[src/rtl/mpe_pkg.sv]
// ----------------------------------------------------------------------------
// mpe_pkg: shared types and constants of the matrix power engine
// Field widths of the stream payloads, the operation codes carried in
// in_tuser, and the tag that travels with each product term.
// ----------------------------------------------------------------------------
package mpe_pkg;

  // Operation codes carried in in_tuser.
  localparam logic OP_LOAD = 1'b0;
  localparam logic OP_RUN  = 1'b1;

  // Payload field widths.
  localparam int ROW_W = 3;
  localparam int COL_W = 3;
  localparam int VAL_W = 32;
  localparam int EXP_W = 63;

  // Packed stream widths, padded to whole bytes.
  localparam int IN_TDATA_W  = 104;
  localparam int OUT_TDATA_W = 40;
  localparam int OUT_PAD_W   = OUT_TDATA_W - ROW_W - COL_W - VAL_W;

  // Control that accompanies one product term through the multiply pipeline.
  typedef struct packed {
    logic valid;
    logic first;  // first term of a dot product: restart the accumulator
    logic last;   // last term: the sum is complete and is written out
  } mac_tag_t;

endpackage

[src/rtl/mpe_mac.sv]
// ----------------------------------------------------------------------------
// mpe_mac: pipelined multiply-accumulate unit
// Takes one product term per cycle, splits the multiply into half-width
// partial products, and writes each finished dot product to the scratch store.
// ----------------------------------------------------------------------------
module mpe_mac #(
  parameter int WIDTH = 32,
  parameter int AW    = 6
) (
  input  logic              clk,
  input  logic              rst_n,
  input  mpe_pkg::mac_tag_t tag_in,
  input  logic [AW-1:0]     addr_in,
  input  logic [WIDTH-1:0]  a_in,
  input  logic [WIDTH-1:0]  b_in,
  output logic              busy,
  output logic              wr_en,
  output logic [AW-1:0]     wr_addr,
  output logic [WIDTH-1:0]  wr_data
);

  localparam int HW = (WIDTH + 1) / 2;  // low half
  localparam int LW = WIDTH - HW;       // high half
  localparam int PW = 2 * HW;

  logic [HW-1:0] a_lo, b_lo;
  logic [LW-1:0] a_hi, b_hi;

  mpe_pkg::mac_tag_t s1_tag_r, s2_tag_r;
  logic [AW-1:0]     s1_addr_r, s2_addr_r;
  logic [PW-1:0]     pll_r;
  logic [LW-1:0]     pc1_r, pc2_r;
  logic [WIDTH-1:0]  prod_r;
  logic [WIDTH-1:0]  acc_r;
  logic [WIDTH-1:0]  sum;

  assign a_lo = a_in[HW-1:0];
  assign b_lo = b_in[HW-1:0];
  assign a_hi = a_in[WIDTH-1:HW];
  assign b_hi = b_in[WIDTH-1:HW];

  // Only the low WIDTH bits of the product matter, so the high-by-high
  // term drops out and the cross terms keep just their low bits.
  assign sum = (s2_tag_r.first ? '0 : acc_r) + prod_r;

  always_ff @(posedge clk) begin
    if (!rst_n) begin
      s1_tag_r <= '0;
      s2_tag_r <= '0;
    end else begin
      s1_tag_r <= tag_in;
      s2_tag_r <= s1_tag_r;
    end
    s1_addr_r <= addr_in;
    pll_r     <= PW'(a_lo) * PW'(b_lo);
    pc1_r     <= LW'(a_lo * HW'(b_hi));
    pc2_r     <= LW'(HW'(a_hi) * b_lo);
    s2_addr_r <= s1_addr_r;
    prod_r    <= WIDTH'(pll_r) + (WIDTH'(LW'(pc1_r + pc2_r)) << HW);
    if (s2_tag_r.valid) begin
      acc_r <= sum;
    end
  end

  assign busy    = s1_tag_r.valid | s2_tag_r.valid;
  assign wr_en   = s2_tag_r.valid & s2_tag_r.last;
  assign wr_addr = s2_addr_r;
  assign wr_data = sum;

endmodule

[config.mk]
export PLATFORM = sky130hd
export DESIGN_NAME = mpe_mac
export DESIGN_NICKNAME = d
export VERILOG_FILES = /design/src/rtl/mpe_pkg.sv /design/src/rtl/mpe_mac.sv
export SDC_FILE = /design/constraint.sdc
export NUM_CORES = 1
export LEC_CHECK = 0
export BUFFER_PORTS_ARGS = -buffer_cell sky130_fd_sc_hd__buf_2
export CELL_PAD_IN_SITES_DETAIL_PLACEMENT = 1
export CELL_PAD_IN_SITES_GLOBAL_PLACEMENT = 2
export CORE_ASPECT_RATIO = 0.9
export CORE_MARGIN = 5
export CORE_UTILIZATION = 36
export DETAILED_ROUTE_END_ITERATION = 7
export GPL_TIMING_DRIVEN = 1
export PLACE_DENSITY_LB_ADDON = 0.25
export REMOVE_ABC_BUFFERS = 1
export SKIP_CTS_REPAIR_TIMING = 1
export SLEW_MARGIN = 20
export SYNTH_ARGS = -nofsm -noshare
export SYNTH_HDL_FRONTEND = slang
export SYNTH_SLANG_ARGS = --single-unit
export TNS_END_PERCENT = 1
[constraint.sdc]
create_clock -name clk -period 7.4 [get_ports clk]
set_clock_uncertainty 0.1 [all_clocks]
set_input_delay 0 -clock clk [delete_from_list [all_inputs] [get_ports clk]]
set_output_delay 0 -clock clk [all_outputs]
set_load 0.01 [all_outputs]
==> metrics.md <==
| Metric | Value |
|---|---|
| Required time worst endpoint | roughly 7.7 ns |
| Iteration-0 DRC count of the detailed router | approximately 500 |
| IO Count | ~120 |
| Dpl hpwl | between 50 and 60 mm |
| Die height | about 250 µm |
| Layout area overhead | 9.478% |
| Slew HR | 46.51% |
| CTS Buffer Depth | 2 |
| Clock latency on the worst-skew pair | about 0.46 ns |
| Final Setup Violations | 0 |
| Die area | slightly below 70000 µm² |
| Startpoint class of the critical path | primary input |
| Max Fanout on Critical Path | 27 |
| Crit end category | flop |
| Initial antenna violation count | 6 |
| Crit path time final | approximately 6.0 ns |
| All-layer global routing usage | 19.25% |
| Max-slew violations | 0 |
| CTS tree | built |
| WL/cell | around 19 µm |
| NumNets Final | about 3200 |
| Worst min path class | primary input to flop |
| Met2 WL | between 30 and 40 mm |
| Critical Setup Path Class | primary input to flop |
| Worst-Margin Slew | roughly 0.80 ns |
| Sequential area share after synthesis | between 10 and 15% |
| Yosys top cell area share | between 30% and 40% |
| Clock Tree Root | clkbuf_16 |
| Vias in the first global route | roughly 18000 |
| Arr. time, crit path | ~6.3 ns |
| Commonest cells post-synth | inv_1, fa_1, nand2_1 |
| Synthesized flop and latch total | 146 |
| Top cells by area, synth | fa_1, ha_1, dfxtp_1 |
| Initial Util | between 30% and 40% |
| Fin. Hold Viols | 0 |
| Crit-path cells | buf_2, and2_1, fa_1, inv_1, fa_1, inv_1, fa_1, fa_1, fa_1, inv_1, fa_1, inv_1, ha_1, a21o_1, a21o_1, a22o_1, o41ai_1, o21ai_0, o21ai_1, o2111ai_1, a21oi_1, xnor2_1 |
| Num CTS Buffers | 17 |
| Warnings from Yosys | 0 |
| MaxCap Viol Count | 0 |
| Grt ovf | 0 |
| Met3 WL | about 1.6 mm |
| Post-synth EDFFs | 32 |
| Cell with the most instances after synthesis | inv_1 |
| Outcome | finished, final reports clean |
| Synth cell types | 63 |
| CP delay by family, top | adder cells |
| Max incr delay on CP | 0.58 ns |
| Vias | ~16000 |
| TritonRoute pass-1 iters | 5 |
| Largest net degree at the start of global routing | 35 |
| DRC viols | 0 |
| Fin cells | roughly 3400 |
| Total negative slack | 0 ns |
| Post-Syn Instances | about 2500 |
| Vias per inst | roughly 4.8 |
| Worst path bufs/invs | 5 |
| Layout cells sized above 1 | about 7.0% |
| Routed WL | 63.10 mm |
| Synthesized area per cell | slightly above 9 µm² |
| Top FF cell, synth | dfxtp_1 |
| Rows | 86 |
| Post-Route M1 WL | approximately 30 mm |
| # H-tree levels | 4 |
| First-pass GRT wire length | between 100 and 150 mm |
| Most used cell, CP | fa_1 |
| Fmax | approximately 0.17 GHz |
| Clock-pin slew on the worst setup and hold paths | ~0.070 ns |
| Routability Congestion | about 0.80 |
| Core area | a little over 60000 µm² |
| ANT nets after route | 0 |
| PortBufs | 114 |
| Worst path slowest cell | o41ai_1 |
| Placed cells | around 3300 |
| Cell Area, Synth | between 20000 and 25000 µm² |
| DR top layer | met4 |
| Die X | roughly 270 µm |
| Final worst-path cycle share | 81.45% |
| RSZ-0062 raised after global routing | false |
| Number of clock sinks | between 100 and 150 |
| Async S/R FF share, synth | 0% |
| Dominant cell type by area after synthesis | fa_1 |
[per-stage QoR]
step | cell area [µm²] | setup slack (ns) | utilization (%) | hold slack (ns)
5_1_grt | 24520 | 0.9932 | 39.91 | 0.04747
4_1_cts | 24360 | 1.412 | 39.64 | -0.4897
2_1_floorplan | 22070 | 2.055 | - | -0.07228
3_3_place_gp | 23750 | 1.157 | 38.65 | 0.003976
3_5_place_dp | 23750 | 0.9304 | 38.65 | 0.004427
6_report | 24530 | 1.372 | 39.92 | 0.03149
[registers in the layout, indices dropped and copies added (netlist names), 6 cells and up]
name	flops
pll_r	32
prod_r	32
pc2_r	16
wr_addr	6
acc_r	32
pc1_r	16
s1_addr_r	6
[final cells by class]
type | count | area [µm²]
Antenna cell | 3 | 7.507
Timing Repair Buffer | 138 | 790.8
Fill cell | 7135 | 36920
Sequential cell | 146 | 3243
Multi-Input combinational cell | 1739 | 17010
Inverter | 484 | 1817
Clock inverter | 15 | 187.7
Clock buffer | 17 | 425.4
Tap cell | 836 | 1046
[layout by cell type (no fill, tap or decap), types with 23 or more instances in the layout]
| master | count |
|---|---|
| nor2_1 | 58 |
| ha_1 | 263 |
| nor2b_1 | 38 |
| and2_1 | 249 |
| xnor2_1 | 122 |
| nand2_1 | 318 |
| dfxtp_1 | 114 |
| inv_1 | 484 |
| a21oi_1 | 64 |
| buf_2 | 114 |
| xor2_1 | 42 |
| edfxtp_1 | 32 |
| a21o_1 | 31 |
| nand3_1 | 23 |
| fa_1 | 357 |
[kinds of logic after synthesis]
logic type / Yosys count / share of synthesized area [%]
AOI/OAI and AO/OA: 209 / 6.384
xor gates and xnor gates: 165 / 6.512
and+or+nand+nor: 744 / 16.39
adders and majority gates: 620 / 46.59
DFF: 146 / 14.48
muxes: 1 / 0.05026
buffers and inverters: 573 / 9.601
[tightest hold or removal path: stages]
cell	delay, ns
buf_2	0.26
and2_1	0.18
ha_1	0.12
[path summary, 6_finish.rpt]
| path | from | to | slack [ns] | cells past startpoint |
|---|---|---|---|---|
| worst max-delay path | b_in[5] | pll_r[31] | 1.37 | 22 |
| worst min-delay path | b_in[17] | pc1_r[1] | 0.03 | 3 |
| worst max register to register | pc1_r[0] | prod_r[31] | 2.79 | 16 |
| worst min register to register | s1_addr_r[1] | wr_addr[1] | 0.23 | 0 |
[layer usage]
layer | global-route usage, % | up-vias
met5 | 0 | -
met4 | 4.792 | 0
met3 | 2.076 | 63
met2 | 32.30 | 220
met1 | 26.85 | 8355
li1 | - | 7657
Power is not shown: default switching activity piles up to over one toggle a cycle in this logic, so the estimate is an artifact.
